[src/tbe_pkg.sv]
// tbe_pkg: shared constants, item types and helpers of the tape bytecode executor
// depends on: nothing
package tbe_pkg;

   // tape depth must be a power of two: pointer moves wrap by truncation
   localparam int TAPE_DEPTH  = 32768;
   localparam int PTR_W       = $clog2(TAPE_DEPTH);
   localparam int PC_W        = 16;
   localparam int OPCODE_W    = 4;
   localparam int OPERAND_W   = 16;
   localparam int BYTE_W      = 8;
   localparam int NEXT_PC_W   = 16;
   localparam int QUEUE_DEPTH = 2;
   localparam int QPTR_W      = $clog2(QUEUE_DEPTH);
   localparam int QCNT_W      = $clog2(QUEUE_DEPTH + 1);

   typedef logic [PTR_W-1:0]     ptr_type;
   typedef logic [PC_W-1:0]      pc_type;
   typedef logic [BYTE_W-1:0]    byte_type;
   typedef logic [NEXT_PC_W-1:0] next_pc_type;

   // bytecode opcodes
   typedef enum logic [OPCODE_W-1:0] {
      OP_END     = 4'd0,
      OP_ADD     = 4'd1,
      OP_SUB     = 4'd2,
      OP_FWD     = 4'd3,
      OP_BACK    = 4'd4,
      OP_WRITE   = 4'd5,
      OP_READ    = 4'd6,
      OP_BZ      = 4'd7,
      OP_BNZ     = 4'd8
   } opcode_type;

   // work classes handed from the front to the back
   typedef enum logic [2:0] {
      CLS_NOP    = 3'd0,
      CLS_END    = 3'd1,
      CLS_ADD    = 3'd2,
      CLS_STORE  = 3'd3,
      CLS_WRITE  = 3'd4,
      CLS_BZ     = 3'd5,
      CLS_BNZ    = 3'd6,
      CLS_HALTED = 3'd7
   } cls_type;

   // one classified item: current cell address is already resolved
   typedef struct packed {
      cls_type  cls;
      ptr_type  cp;
      byte_type data;
      pc_type   target;
   } item_type;

   // program counter to the 16-bit result field
   function automatic next_pc_type pc_to_field(pc_type pc);
      logic [31:0] wide;
      wide = 32'(pc);
      return wide[NEXT_PC_W-1:0];
   endfunction

endpackage

[src/tbe_queue.sv]
// tbe_queue: short item queue between the front and the back
// depends on: tbe_pkg
module tbe_queue (
   input  logic              clock,
   input  logic              reset,
   input  logic              push,
   input  tbe_pkg::item_type push_item,
   output logic              full,
   input  logic              pop,
   output logic              head_valid,
   output tbe_pkg::item_type head_item
);

   tbe_pkg::item_type                  slot_ff [tbe_pkg::QUEUE_DEPTH];
   logic [tbe_pkg::QPTR_W-1:0]         wr_ptr_ff, wr_ptr_in;
   logic [tbe_pkg::QPTR_W-1:0]         rd_ptr_ff, rd_ptr_in;
   logic [tbe_pkg::QCNT_W-1:0]         count_ff, count_in;

   assign full       = (count_ff == tbe_pkg::QCNT_W'(tbe_pkg::QUEUE_DEPTH));
   assign head_valid = (count_ff != '0);
   assign head_item  = slot_ff[rd_ptr_ff];

   // pointer and count update
   always_comb begin
      wr_ptr_in = wr_ptr_ff;
      rd_ptr_in = rd_ptr_ff;
      count_in  = count_ff;
      if (push) begin
         wr_ptr_in = (wr_ptr_ff == tbe_pkg::QPTR_W'(tbe_pkg::QUEUE_DEPTH - 1)) ?
                     '0 : wr_ptr_ff + 1'b1;
      end
      if (pop) begin
         rd_ptr_in = (rd_ptr_ff == tbe_pkg::QPTR_W'(tbe_pkg::QUEUE_DEPTH - 1)) ?
                     '0 : rd_ptr_ff + 1'b1;
      end
      if (push && !pop) begin
         count_in = count_ff + 1'b1;
      end else if (pop && !push) begin
         count_in = count_ff - 1'b1;
      end
   end

   always_ff @(posedge clock) begin
      if (reset) begin
         wr_ptr_ff <= '0;
         rd_ptr_ff <= '0;
         count_ff  <= '0;
      end else begin
         wr_ptr_ff <= wr_ptr_in;
         rd_ptr_ff <= rd_ptr_in;
         count_ff  <= count_in;
      end
   end

   // slot storage
   always_ff @(posedge clock) begin
      if (push) begin
         slot_ff[wr_ptr_ff] <= push_item;
      end
   end

endmodule

[config.mk]
export PLATFORM = sky130hd
export DESIGN_NAME = tbe_queue
export DESIGN_NICKNAME = d
export VERILOG_FILES = /design/src/tbe_pkg.sv /design/src/tbe_queue.sv
export SDC_FILE = /design/constraint.sdc
export NUM_CORES = 1
export LEC_CHECK = 0
export BUFFER_PORTS_ARGS = -buffer_cell sky130_fd_sc_hd__buf_4
export CAP_MARGIN = 20
export CORE_MARGIN = 2
export CORE_UTILIZATION = 45
export DETAILED_ROUTE_END_ITERATION = 12
export PLACE_DENSITY = 0.81
export SYNTH_ARGS = -nofsm -noshare
export SYNTH_HDL_FRONTEND = slang
export SYNTH_SLANG_ARGS = --single-unit
[constraint.sdc]
create_clock -name clock -period 3.66 [get_ports clock]
set_clock_uncertainty 0.2 [all_clocks]
set_input_delay 0.549 -clock clock [delete_from_list [all_inputs] [get_ports clock]]
set_output_delay 0.549 -clock clock [all_outputs]
set_load 0.01 [all_outputs]
==> results.txt <==
status - finished clean
# resized after CTS - 0
num ports - 90
Final Hold Vio Count - 0
Netlist cell types - 17
Post-Synth Simple-Gate Area - 1.506%
setup bufs post-CTS - 0
power density over the cells - 490.0 nW/um^2
Tot GR Track Use - 13.66%
Die H - 88.86 um
Max Slew Vio Count - 0
share of cells above drive strength 1 - 59.06%
Period minus WS final - 2.686 ns
fmax - 372.4 MHz
Detailed Route Iter0 Violations - 41
Final ANT Viol Nets - 0
IO Port Bufs - 89
CTS buffer count - 9
die area - 7896 um^2
register bit total from synthesis - 89
WS Path Type - reg -> out
htree depth - 3
DR WL/cell - 15.23 um
Comb power frac - 13.2%
Worst Setup End Kind - output pin
first-pass GRT wire length - 7.659 mm
GRT Residual Overflow - 0
FILL cells - 524
row count - 30
HP Class - in -> reg
Netlist Area Pre-Place - 3241 um^2
RD Place Congestion - 0.6844
Post-Synth XOR/XNOR Area - 1.081%
sequential area share after synthesis - 80.93%
Clock transition at path regs - 0.08 ns
maximum vdd drop - 0.0003813 V
part of the power in registers - 59.7%
switching share of power - 22.32%
vias - 1658
adder-cell share of the synthesized area - 0.3861%
CTS Hold Buffers Added - 0
CTS tree - done
Rel. slew slack - 29.57%
Residual DRC - 0
Final Total Pwr - 2.042 mW
total negative slack - 0 ns
Initial Utilization - 47.18%
post-DP HPWL - 3.382 mm
RSZ-0062 raised after global routing - no
largest net degree at the start of global routing - 43
number of global-route vias before repair - 1684
syn nets - 200
Worst-Margin Slew - 1.056 ns
post-synthesis compound-gate area fraction - 0.3089%
Layout Utilization - 60.66%
Yosys top cell area share - 77.84%
CTS Sinks - 89
CP arrival - 1.94 ns
Worst Path Required - 2.91 ns
WL final - 5.330 mm
ant diodes - 0
ranking of synthesized cells by area - edfxtp_1 78%, mux2_2 15%, dfxtp_1 3.1%
Layout Nets - 296
final number of setup-violating endpoints - 0
Core Area - 6869 um^2
Ys Warns - 0
initial antenna violation count - 0
Sw Pwr - 455.7 uW
Startpoint Class - flip-flop
Mean Syn Cell Area - 21.18 um^2
Pre-antenna DRT Iters - 6
combinational family with the most area after synthesis - multiplexers
Cells after Synth - 153
root buf cell - clkbuf_8
LEAKAGE - 1.565 nW
mux contribution to synthesized area - 14.59%
max_cap viols - 0
fin crit share - 73.37%
internal power - 1.586 mW
Critical Path Fanout Max - 42
Yosys top cell by area - edfxtp_1
Die Wd - 88.86 um
Clock Latency Late Sink - 0.34 ns
clock share of power - 27.1%
Avg Vias per Cell - 4.737
Syn-to-layout area delta - 28.57%
clk buf depth - 2
flip-flops by register name, summed over array words and instances (netlist names), named ones only:
name	flops
count_ff	2
wr_ptr_ff	1
slot_ff	84
rd_ptr_ff	1
kinds of logic (layout without fill, tap and decap cells):
logic type	count (synthesis)	after routing
flops	89	89
mux	42	42
simple gates	9	9
buf+inv	6	107
xor+xnor	4	4
compound gates	2	2
fa+ha+maj	1	1
final timing paths:
path / start / endpoint / slack, ns / depth (start not counted)
max: flip-flop / head_item[22] / 0.97 / 2
min: push_item[19] / slot_ff[1][19]$_DFFE_PP_ / 0.18 / 1
max reg2reg: wr_ptr_ff$_SDFFE_PP0P_ / slot_ff[0][39]$_DFFE_PP_ / 1.74 / 2
min reg2reg: count_ff[1]$_SDFFE_PP0P_ / count_ff[1]$_SDFFE_PP0P_ / 0.33 / 2
cell usage in the layout (no fill, tap or decap), types with 2 or more instances in the layout:
cell | synthesis | layout
buf_4 | 4 | 90
clkbuf_1 | 0 | 3
clkbuf_8 | 0 | 9
clkinv_2 | 0 | 4
dfxtp_1 | 5 | 4
edfxtp_1 | 84 | 84
mux2_2 | 42 | 42
nor2_1 | 4 | 4
xnor2_1 | 2 | 2
xor2_1 | 2 | 2
synthesized netlist by cell type, drive strengths merged:
cell,count
edfxtp,84
mux2,42
buf,5
dfxtp,5
nor2,4
xnor2,2
xor2,2
a21oi,1
and2,1
and2b,1
ha,1
inv,1
nor2b,1
o21ai,1
or2,1
or3,1
per-layer routing:
layer  GRT usage (%)  wire [um]  vias up
li1                -          -      783
met1           14.15       1970      811
met2           24.42       2907       56
met3           4.851        370        8
met4           6.612         82        0
met5               0          0        -
stage by stage:
step	instances	hold WS, ns	setup slack (ns)	instance area [um^2]
after CTS	350	0.1686	0.9244	4167
after global routing	350	0.1640	0.8242	4167
after detailed placement	334	0.3019	1.307	4011
after floorplan	153	0.2564	0.5898	3241
after global placement	334	0.2750	1.285	4011
final	350	0.1841	0.9745	4167
power groups by stage:
| stage | clock network, mW | logic (mW) | registers [mW] |
|---|---|---|---|
| 6_report | 0.553 | 0.270 | 1.22 |
| 5_1_grt | 0.602 | 0.291 | 1.23 |
| 2_1_floorplan | 0 | 0.148 | 1.22 |
| 3_3_place_gp | 0 | 0.269 | 1.24 |
| 4_1_cts | 0.568 | 0.274 | 1.22 |
| 3_5_place_dp | 0 | 0.273 | 1.24 |
critical path, stage by stage, from the launching register on:
cell     delay (ns)
dfxtp_2        0.98
mux2_2         0.43
buf_4          0.15
area by class of cell:
cell class / count / area [um^2] / share of cell area, %
Clock buffer: 12 / 135.1 / 3.243
Multi-Input combinational cell: 58 / 588.1 / 14.11
Inverter: 1 / 3.754 / 0.09009
Tap cell: 96 / 120.1 / 2.883
Clock inverter: 4 / 20.02 / 0.4805
Timing Repair Buffer: 90 / 675.6 / 16.22
Sequential cell: 89 / 2624 / 62.97
(Power assumes the default switching activity.)
