[src/tbe_pkg.sv]
// tbe_pkg: shared constants, item types and helpers of the tape bytecode executor
// depends on: nothing
package tbe_pkg;

   // tape depth must be a power of two: pointer moves wrap by truncation
   localparam int TAPE_DEPTH  = 32768;
   localparam int PTR_W       = $clog2(TAPE_DEPTH);
   localparam int PC_W        = 16;
   localparam int OPCODE_W    = 4;
   localparam int OPERAND_W   = 16;
   localparam int BYTE_W      = 8;
   localparam int NEXT_PC_W   = 16;
   localparam int QUEUE_DEPTH = 2;
   localparam int QPTR_W      = $clog2(QUEUE_DEPTH);
   localparam int QCNT_W      = $clog2(QUEUE_DEPTH + 1);

   typedef logic [PTR_W-1:0]     ptr_type;
   typedef logic [PC_W-1:0]      pc_type;
   typedef logic [BYTE_W-1:0]    byte_type;
   typedef logic [NEXT_PC_W-1:0] next_pc_type;

   // bytecode opcodes
   typedef enum logic [OPCODE_W-1:0] {
      OP_END     = 4'd0,
      OP_ADD     = 4'd1,
      OP_SUB     = 4'd2,
      OP_FWD     = 4'd3,
      OP_BACK    = 4'd4,
      OP_WRITE   = 4'd5,
      OP_READ    = 4'd6,
      OP_BZ      = 4'd7,
      OP_BNZ     = 4'd8
   } opcode_type;

   // work classes handed from the front to the back
   typedef enum logic [2:0] {
      CLS_NOP    = 3'd0,
      CLS_END    = 3'd1,
      CLS_ADD    = 3'd2,
      CLS_STORE  = 3'd3,
      CLS_WRITE  = 3'd4,
      CLS_BZ     = 3'd5,
      CLS_BNZ    = 3'd6,
      CLS_HALTED = 3'd7
   } cls_type;

   // one classified item: current cell address is already resolved
   typedef struct packed {
      cls_type  cls;
      ptr_type  cp;
      byte_type data;
      pc_type   target;
   } item_type;

   // program counter to the 16-bit result field
   function automatic next_pc_type pc_to_field(pc_type pc);
      logic [31:0] wide;
      wide = 32'(pc);
      return wide[NEXT_PC_W-1:0];
   endfunction

endpackage

[src/tbe_front.sv]
// tbe_front: accepts request beats, tracks cell pointer and halt, classifies items
// depends on: tbe_pkg
module tbe_front (
   input  logic                            clock,
   input  logic                            reset,
   input  logic                            req_valid,
   output logic                            req_ready,
   input  logic [tbe_pkg::OPCODE_W-1:0]    req_opcode,
   input  logic [tbe_pkg::OPERAND_W-1:0]   req_operand,
   input  logic [tbe_pkg::BYTE_W-1:0]      req_in_byte,
   input  logic                            clearing,
   input  logic                            queue_full,
   output logic                            push,
   output tbe_pkg::item_type               push_item
);

   tbe_pkg::ptr_type cp_ff, cp_in;
   logic             halted_ff, halted_in;
   tbe_pkg::ptr_type step;

   assign req_ready = !queue_full && !clearing;
   assign push      = req_valid && req_ready;
   assign step      = tbe_pkg::ptr_type'(req_operand);

   // decode and pointer tracking
   always_comb begin
      cp_in            = cp_ff;
      halted_in        = halted_ff;
      push_item.cls    = tbe_pkg::CLS_NOP;
      push_item.cp     = cp_ff;
      push_item.data   = req_in_byte;
      push_item.target = tbe_pkg::pc_type'(req_operand);
      if (halted_ff) begin
         push_item.cls = tbe_pkg::CLS_HALTED;
      end else begin
         case (req_opcode)
            tbe_pkg::OP_END: begin
               push_item.cls = tbe_pkg::CLS_END;
               halted_in     = 1'b1;
            end
            tbe_pkg::OP_ADD: begin
               push_item.cls  = tbe_pkg::CLS_ADD;
               push_item.data = req_operand[tbe_pkg::BYTE_W-1:0];
            end
            tbe_pkg::OP_SUB: begin
               // subtract as add of the two's complement
               push_item.cls  = tbe_pkg::CLS_ADD;
               push_item.data = tbe_pkg::BYTE_W'(~req_operand[tbe_pkg::BYTE_W-1:0] + 1'b1);
            end
            tbe_pkg::OP_FWD: begin
               cp_in = cp_ff + step;
            end
            tbe_pkg::OP_BACK: begin
               cp_in = cp_ff - step;
            end
            tbe_pkg::OP_WRITE: begin
               push_item.cls = tbe_pkg::CLS_WRITE;
            end
            tbe_pkg::OP_READ: begin
               push_item.cls = tbe_pkg::CLS_STORE;
            end
            tbe_pkg::OP_BZ: begin
               push_item.cls = tbe_pkg::CLS_BZ;
            end
            tbe_pkg::OP_BNZ: begin
               push_item.cls = tbe_pkg::CLS_BNZ;
            end
            default: begin
               push_item.cls = tbe_pkg::CLS_NOP;
            end
         endcase
      end
   end

   always_ff @(posedge clock) begin
      if (reset) begin
         cp_ff     <= '0;
         halted_ff <= 1'b0;
      end else if (push) begin
         cp_ff     <= cp_in;
         halted_ff <= halted_in;
      end
   end

endmodule

[config.mk]
export PLATFORM = sky130hd
export DESIGN_NAME = tbe_front
export DESIGN_NICKNAME = d
export VERILOG_FILES = /design/src/tbe_pkg.sv /design/src/tbe_front.sv
export SDC_FILE = /design/constraint.sdc
export NUM_CORES = 1
export LEC_CHECK = 0
export ABC_CLOCK_PERIOD_IN_PS = 4330
export BUFFER_PORTS_ARGS = -buffer_cell sky130_fd_sc_hd__buf_2
export CAP_MARGIN = 20
export CORE_UTILIZATION = 35
export CTS_CLUSTER_SIZE = 25
export DETAILED_ROUTE_END_ITERATION = 7
export GPL_TIMING_DRIVEN = 0
export PLACE_DENSITY = 0.61
export SLEW_MARGIN = 20
export SYNTH_ARGS = -nofsm -noshare
export SYNTH_HDL_FRONTEND = slang
export SYNTH_SLANG_ARGS = --single-unit
[constraint.sdc]
create_clock -name clock -period 4.33 [get_ports clock]
set_clock_uncertainty 0.05 [all_clocks]
set_input_delay 0.433 -clock clock [delete_from_list [all_inputs] [get_ports clock]]
set_output_delay 0.433 -clock clock [all_outputs]
set_load 0.01 [all_outputs]
==> flow_metrics.tcl, run 1 <==
set metrics [dict create \
    yosys.area.top_type "dfxtp_1" \
    grt_pass1_vias 2008 \
    drc_errors 0 \
    ys_async_sr_fraction_pct 0 \
    nFillCells 609 \
    critical_path.endpoint_type "flop" \
    cts.clk_slew.worst_paths_ps 70 \
    tightestPinTransition_ps 1144 \
    wl_per_cell_um 12.87 \
    fmax_ghz 0.2528 \
    synth_fp_nets 342 \
    antenna_found_initial 0 \
    cp.required_ps 4420 \
    rr_startpoint "cp_ff[0]$_SDFFE_PP0P_" \
    synth_ff_type "dfxtp_1" \
    cp-start-kind "primary input" \
    cp_max_fo 5 \
    place.gp.congestion 0.8037 \
    startpoint "req_operand[0]" \
    dp_hpwl_um 4450 \
    setup_viol 0 \
    viasPerCell 5.208 \
    final_nets 416 \
    cp.arrival_ps 4050 \
    rows 27 \
    cts_tree "yes" \
    core_area_sq_um 5608 \
    cts_made_buffers 3 \
    period_share_pct 91.37 \
    syn_to_final_growth_pct 23.23 \
    place_inst 434 \
    num_vias 2276 \
    crit_type "in2reg" \
    synth.distinct_cells 57 \
    instances_no_fill 437 \
    detail-route-antenna-nets 0 \
    ys_warn_count 0 \
    diodes 0 \
    tns_ps 0 \
    finalHoldViolCount 0 \
    synth-edff-count 0 \
    port_buffers 69 \
    seq_area_frac_synth_pct 15.45 \
    min_period_ps 3956 \
    grtUsageTotal_pct 18.05 \
    clockBufferDepth 2 \
    die_h_um 78.97 \
    rsz0062_at_grt "false" \
    synth.avg_cell_area_sq_um 7.076 \
    io_pins 77 \
    cap_viol_max_count 0 \
    leakage_nw 1.207 \
    layout-drive-gt1-share_pct 28.49 \
    synth_area_leaders "dfxtp_1 (15%), ha_1 (9.1%), a21oi_1 (6.8%), buf_4 (6.2%), nand2_1 (6.0%)" \
    holdCritPathClass "reg2reg" \
    grt-ovfl-total 0 \
    clock_sinks 16 \
    fp.dieArea_sq_um 6235 \
    grt_max_degree 11 \
    slew-limit-headroom_pct 23.06 \
    wl_um 5626 \
    grt_pass1_wl_um 9128 \
    min_from "cp_ff[3]$_SDFFE_PP0P_" \
    dieWidth_um 78.97 \
    ir_drop_v 0.00008948 \
    powerDensity_nw_per_um2 168.7 \
    initial_utilization_pct 36.97 \
    yosysTopAreaCellShare_pct 15.45 \
    ys_ff_latch 16 \
    htree_levels 1 \
    synthCells 293 \
    cts-root-buf "clkbuf_8" \
    first_pass_iters 4 \
    drt_iter0_drc 97 \
    final_max_slew_viol_count 0 \
    syn_area_sq_um 2073 \
    clk-insertion-delay-late_ps 250 \
    outcome "completed" \
]
Yosys cell counts (3+ instances only):
cell       n
a211oi_1   5
a21o_1     3
a21oi_1   28
a31oi_1    3
and3_1     6
buf_2      3
buf_4     17
clkbuf_1   5
dfxtp_1   16
ha_1      15
inv_1     14
nand2_1   33
nand3_1    6
nand3b_1   3
nor2_1    23
nor2b_1    5
nor3_1    12
nor4_1     5
o211ai_1   4
o21a_1     3
o21ai_0   16
or3_1      5
xnor2_1   13
xor2_1     4
registers in the layout, summed over array words and instances, names as in the netlist:
signal     cells
cp_ff         15
halted_ff      1
area by class of cell:
cell class	count	area [sq um]	share of cell area, %
Buffer	29	185.2	7.248
Tap cell	72	90.09	3.526
Multi-Input combinational cell	234	1520	59.50
Timing Repair Buffer	69	345.3	13.52
Sequential cell	16	320.3	12.54
Clock buffer	3	41.29	1.616
Inverter	14	52.55	2.057
final timing paths:
kind	slack [ps]	endpoint	depth (start not counted)
max reg2reg	1530	cp_ff[14]$_SDFFE_PP0P_	10
min reg2reg	430	cp_ff[3]$_SDFFE_PP0P_	2
min	430	cp_ff[3]$_SDFFE_PP0P_	2
max	370	cp_ff[14]$_SDFFE_PP0P_	16
cell usage in the layout, fill, tap and decap left out, types with 4 or more instances in the layout:
| cell type | count |
|---|---|
| buf_2 | 72 |
| nand2_1 | 33 |
| a21oi_1 | 28 |
| nor2_1 | 23 |
| buf_4 | 17 |
| o21ai_0 | 16 |
| dfxtp_1 | 16 |
| ha_1 | 15 |
| inv_1 | 14 |
| xnor2_1 | 13 |
| nor3_1 | 11 |
| and3_1 | 6 |
| nand3_1 | 6 |
| or3_1 | 5 |
| nor4_1 | 5 |
| clkbuf_1 | 5 |
| nor2b_1 | 5 |
| a211oi_1 | 5 |
| xor2_1 | 4 |
| o211ai_1 | 4 |
critical path, stage by stage:
cell and delay [ps]:
buf_2 130, inv_1 70, ha_1 210, inv_1 60
or3_1 310, or3_1 390, nor3_2 240, nor2_1 90
xnor2_1 140, ha_1 330, a21oi_1 330, o21bai_1 180
a2111oi_1 510, o211ai_1 160, nand2b_1 140, mux2_2 330
report_power, final:
group,switching [W],internal [W]
combinational,0.0000915,0.0000726
clock,0.0000557,0.0000618
sequential,0.00000107,0.000148
total,0.000148,0.000283
through the flow:
step	util [%]	hold slack, ps	instance area [sq um]	worst slack, ps	total power (W)
finish	45.56	427.9	2555	373.8	0.0004311
global placement	44.73	415.2	2509	17.72	0.0003144
global route	45.56	465.6	2555	101.6	0.0004558
CTS	45.47	431.6	2550	270.6	0.0004326
floorplan	-	442.0	2073	647.4	0.0002613
detailed placement	44.73	423.8	2509	16.77	0.0003163
logic make-up (layout without fill, tap and decap cells):
group,count (synthesis),count (layout),synth area share (%)
simple gates,113,113,27.94
buf+inv,43,115,11.47
mux,1,1,0.5431
fa+ha+maj,16,16,10.02
flops,16,16,15.45
compound gates,87,87,27.40
xor+xnor,17,17,7.182
routing by layer:
layer,vias up,wire length [um],track usage [%]
li1,1200,-,-
met1,1009,2776,24.34
met2,61,2585,30.60
met3,6,192,1.264
met4,0,72,5.273
met5,-,0,0
timing repair:
| action | CTS | global route |
|---|---|---|
| setup endpoints to repair | 0 | 1 |
| setup buffers | 0 | 0 |
| gates resized for setup | 0 | 1 |
| hold buffers | 0 | 0 |
Power figures use the tool's default switching activity.
==> run 2: changes to the inputs <==
--- a/config.mk
+++ b/config.mk
@@ -5,6 +5,7 @@
 export SDC_FILE = /design/constraint.sdc
 export NUM_CORES = 1
 export LEC_CHECK = 0
+export ABC_AREA = 1
 export ABC_CLOCK_PERIOD_IN_PS = 4330
 export BUFFER_PORTS_ARGS = -buffer_cell sky130_fd_sc_hd__buf_2
 export CAP_MARGIN = 20
@@ -13,6 +14,7 @@
 export DETAILED_ROUTE_END_ITERATION = 7
 export GPL_TIMING_DRIVEN = 0
 export PLACE_DENSITY = 0.61
+export SETUP_SLACK_MARGIN = 0.5
 export SLEW_MARGIN = 20
 export SYNTH_ARGS = -nofsm -noshare
 export SYNTH_HDL_FRONTEND = slang
==> flow_metrics.tcl, run 2 <==
set metrics [dict create \
    largestRegisters "cp_ff (15), halted_ff (1)" \
    cp-start-kind "primary input" \
    cts_resized 0 \
    finalHoldViolCount 0 \
    fp.dieArea_sq_um 6342 \
    fmax_ghz 0.3495 \
    clockBufferDepth 2 \
    cts-root-buf "clkbuf_8" \
    pwr-share-comb_pct 37.1 \
    layout-drive-gt1-share_pct 27.25 \
    cts_tree "yes" \
    min_period_ps 2861 \
    clock_sinks 16 \
    path_buf_inv 3 \
    worst_path_largest_cell_delay_ps 370 \
    dp_hpwl_um 4666 \
    synth_most_common_cell "nand2_1" \
    cts_made_buffers 3 \
    intPower_w 0.0003031 \
    wl_per_cell_um 11.51 \
    wl_um 5688 \
    hold_buffers 0 \
    cp.required_ps 4440 \
    period_share_pct 66.08 \
    initial_utilization_pct 37.39 \
    switching_share_pct 35.07 \
    mostFrequentLayoutCells "buf_2 (74), nand2_1 (71), nor2_1 (49), inv_1 (44), o21ai_0 (22)" \
    synth.distinct_cells 36 \
    power_frac_clock_pct 30.6 \
    syn_area_sq_um 2110 \
    ir_drop_v 0.0001187 \
    final_nets 472 \
    cp_max_fo 6 \
    ys_ff_latch 16 \
    drt_iter0_drc 67 \
    rrSetupSlack_ps 2340 \
    port_buffers 74 \
    powerDensity_nw_per_um2 177.8 \
    cp_slowest_cell "ha_1" \
    grt_pass1_vias 2037 \
    rows 27 \
    setup_viol 0 \
    largest_reg_flops 15 \
    fin_util_pct 46.53 \
    yosysTopAreaCellShare_pct 15.18 \
    holdCritPathClass "reg2reg" \
    grt_max_degree 11 \
    viasPerCell 4.739 \
    yosys.area.top_type "dfxtp_1" \
    synth_ff_type "dfxtp_1" \
    tns_ps 0 \
    synth_commonest_cells "nand2_1 (71), nor2_1 (49), inv_1 (44)" \
    grtUsageTotal_pct 18.10 \
    cap_viol_max_count 0 \
    layout_commonest_cell "buf_2" \
    seqPwrFrac_pct 32.3 \
    ys_warn_count 0 \
    cp_top_family "simple AND/OR/NAND/NOR gates" \
    diodes 0 \
    regMostFlops "cp_ff" \
    grt-ovfl-total 0 \
    seq_area_frac_synth_pct 15.18 \
    synth_fp_nets 393 \
    postCtsSetupBuffers 0 \
    dieWidth_um 79.64 \
    htree_levels 1 \
    cts.clk_slew.worst_paths_ps 80 \
    final_max_slew_viol_count 0 \
    slew-limit-headroom_pct 64.57 \
    detail-route-antenna-nets 0 \
    synthCells 344 \
    synth.avg_cell_area_sq_um 6.132 \
    p_switching_w 0.0001637 \
    io_pins 77 \
    grt_pass1_wl_um 9101 \
    outcome "completed" \
    ys_async_sr_fraction_pct 0 \
    core_area_sq_um 5642 \
    tightestPinTransition_ps 531.4 \
    place.gp.congestion 0.8637 \
    drc_errors 0 \
    leakage_nw 1.493 \
    crit_type "in2reg" \
    rsz0062_at_grt "false" \
    synth-edff-count 0 \
    die_h_um 79.64 \
    syn_to_final_growth_pct 24.44 \
    critical_path.endpoint_type "flop" \
    cp_common_cell "nand2_1" \
    synth_area_leaders "dfxtp_1 (15%), nand2_1 (13%), ha_1 (8.9%), nor2_1 (8.7%), inv_1 (7.8%)" \
    worstPathCellList "buf_2 -> nor3_2 -> nand4_1 -> inv_1 -> nand2_1 -> o21ai_1 -> xor2_1 -> inv_1 -> ha_1 -> nand2_1 -> nor2_1 -> and2_1 -> nand2_1 -> nand2_1 -> nand3_2 -> nand2_1 -> nor2_1 -> nor2_1 -> nor2_1" \
    clk-insertion-delay-late_ps 260 \
    first_pass_iters 4 \
    cp.arrival_ps 2970 \
    num_vias 2341 \
    antenna_found_initial 0 \
]
[run 2: changes by cell type in the layout (fill, tap and decap cells not counted), sizes merged, moves of 6 or more]
cell   before  now
inv        14   49
a21oi      28   17
o21ai      18   31
nand2      33   73
nor3       12    6
and3        6    0
xnor2      13    6
xor2        4   11
nor2       24   51
nand3       6   20
or3         7    0
[run 2: metal layers]
| metal | vias up | GRT usage [%] | wire (um) |
|---|---|---|---|
| li1 | 1266 | - | - |
| met2 | 54 | 29.15 | 2523 |
| met4 | 0 | 3.636 | 49 |
| met1 | 1017 | 25.17 | 2857 |
| met3 | 4 | 2.857 | 258 |
| met5 | - | 0 | 0 |
[run 2: worst paths after layout]
check | from | to | cells past startpoint
max reg2reg | cp_ff[0]$_SDFFE_PP0P_ | cp_ff[14]$_SDFFE_PP0P_ | 14
min reg2reg | cp_ff[14]$_SDFFE_PP0P_ | cp_ff[14]$_SDFFE_PP0P_ | 2
max | req_operand[2] | cp_ff[14]$_SDFFE_PP0P_ | 19
min | cp_ff[14]$_SDFFE_PP0P_ | cp_ff[14]$_SDFFE_PP0P_ | 2
[run 2: worst reg2reg max path: cells and delay by family (launching register included)]
kind | cells | cell delay, ps
simple gates | 9 | 750
compound gates | 1 | 140
buf+inv | 2 | 130
fa+ha+maj | 2 | 500
flops | 1 | 320
[run 2: through the flow]
| step | hold slack, ps | area [sq um] | setup slack [ps] | instances | power [W] |
|---|---|---|---|---|---|
| after floorplan | 469.4 | 2110 | 1729 | 344 | 0.0002686 |
| after global placement | 448.5 | 2570 | 1220 | 490 | 0.0003250 |
| after detailed placement | 456.0 | 2570 | 1220 | 490 | 0.0003267 |
| after CTS | 470.3 | 2625 | 1491 | 494 | 0.0004726 |
| after global routing | 499.0 | 2625 | 1190 | 494 | 0.0004990 |
| final | 464.1 | 2625 | 1469 | 494 | 0.0004668 |
[run 2: cells by family (layout without fill, tap and decap cells)]
family / Yosys count / count (layout) / synth area share [%]
and+or+nand+nor: 158 / 158 / 32.80
xor gates and xnor gates: 17 / 17 / 7.058
AOI/OAI and AO/OA: 67 / 67 / 18.98
muxes: 1 / 1 / 0.4745
DFF: 16 / 16 / 15.18
adders and majority gates: 16 / 16 / 9.846
buffers and inverters: 69 / 147 / 15.66
[run 2: final cells by class]
cell class | count | area (sq um)
fill | 633 | 3017
multi-input combinational | 259 | 1459
timing repair buffer | 74 | 370.4
sequential | 16 | 320.3
inverter | 49 | 183.9
buffer | 20 | 146.4
tap | 72 | 90.09
clock buffer | 4 | 55.05
[run 2: power by group through the flow]
stage / clock [W] / sequential, W / combinational [W]
2_1_floorplan: 0 / 0.000155 / 0.000114
3_3_place_gp: 0 / 0.000154 / 0.000171
3_5_place_dp: 0 / 0.000154 / 0.000173
4_1_cts: 0.000148 / 0.000151 / 0.000174
5_1_grt: 0.000153 / 0.000151 / 0.000195
6_report: 0.000143 / 0.000151 / 0.000173
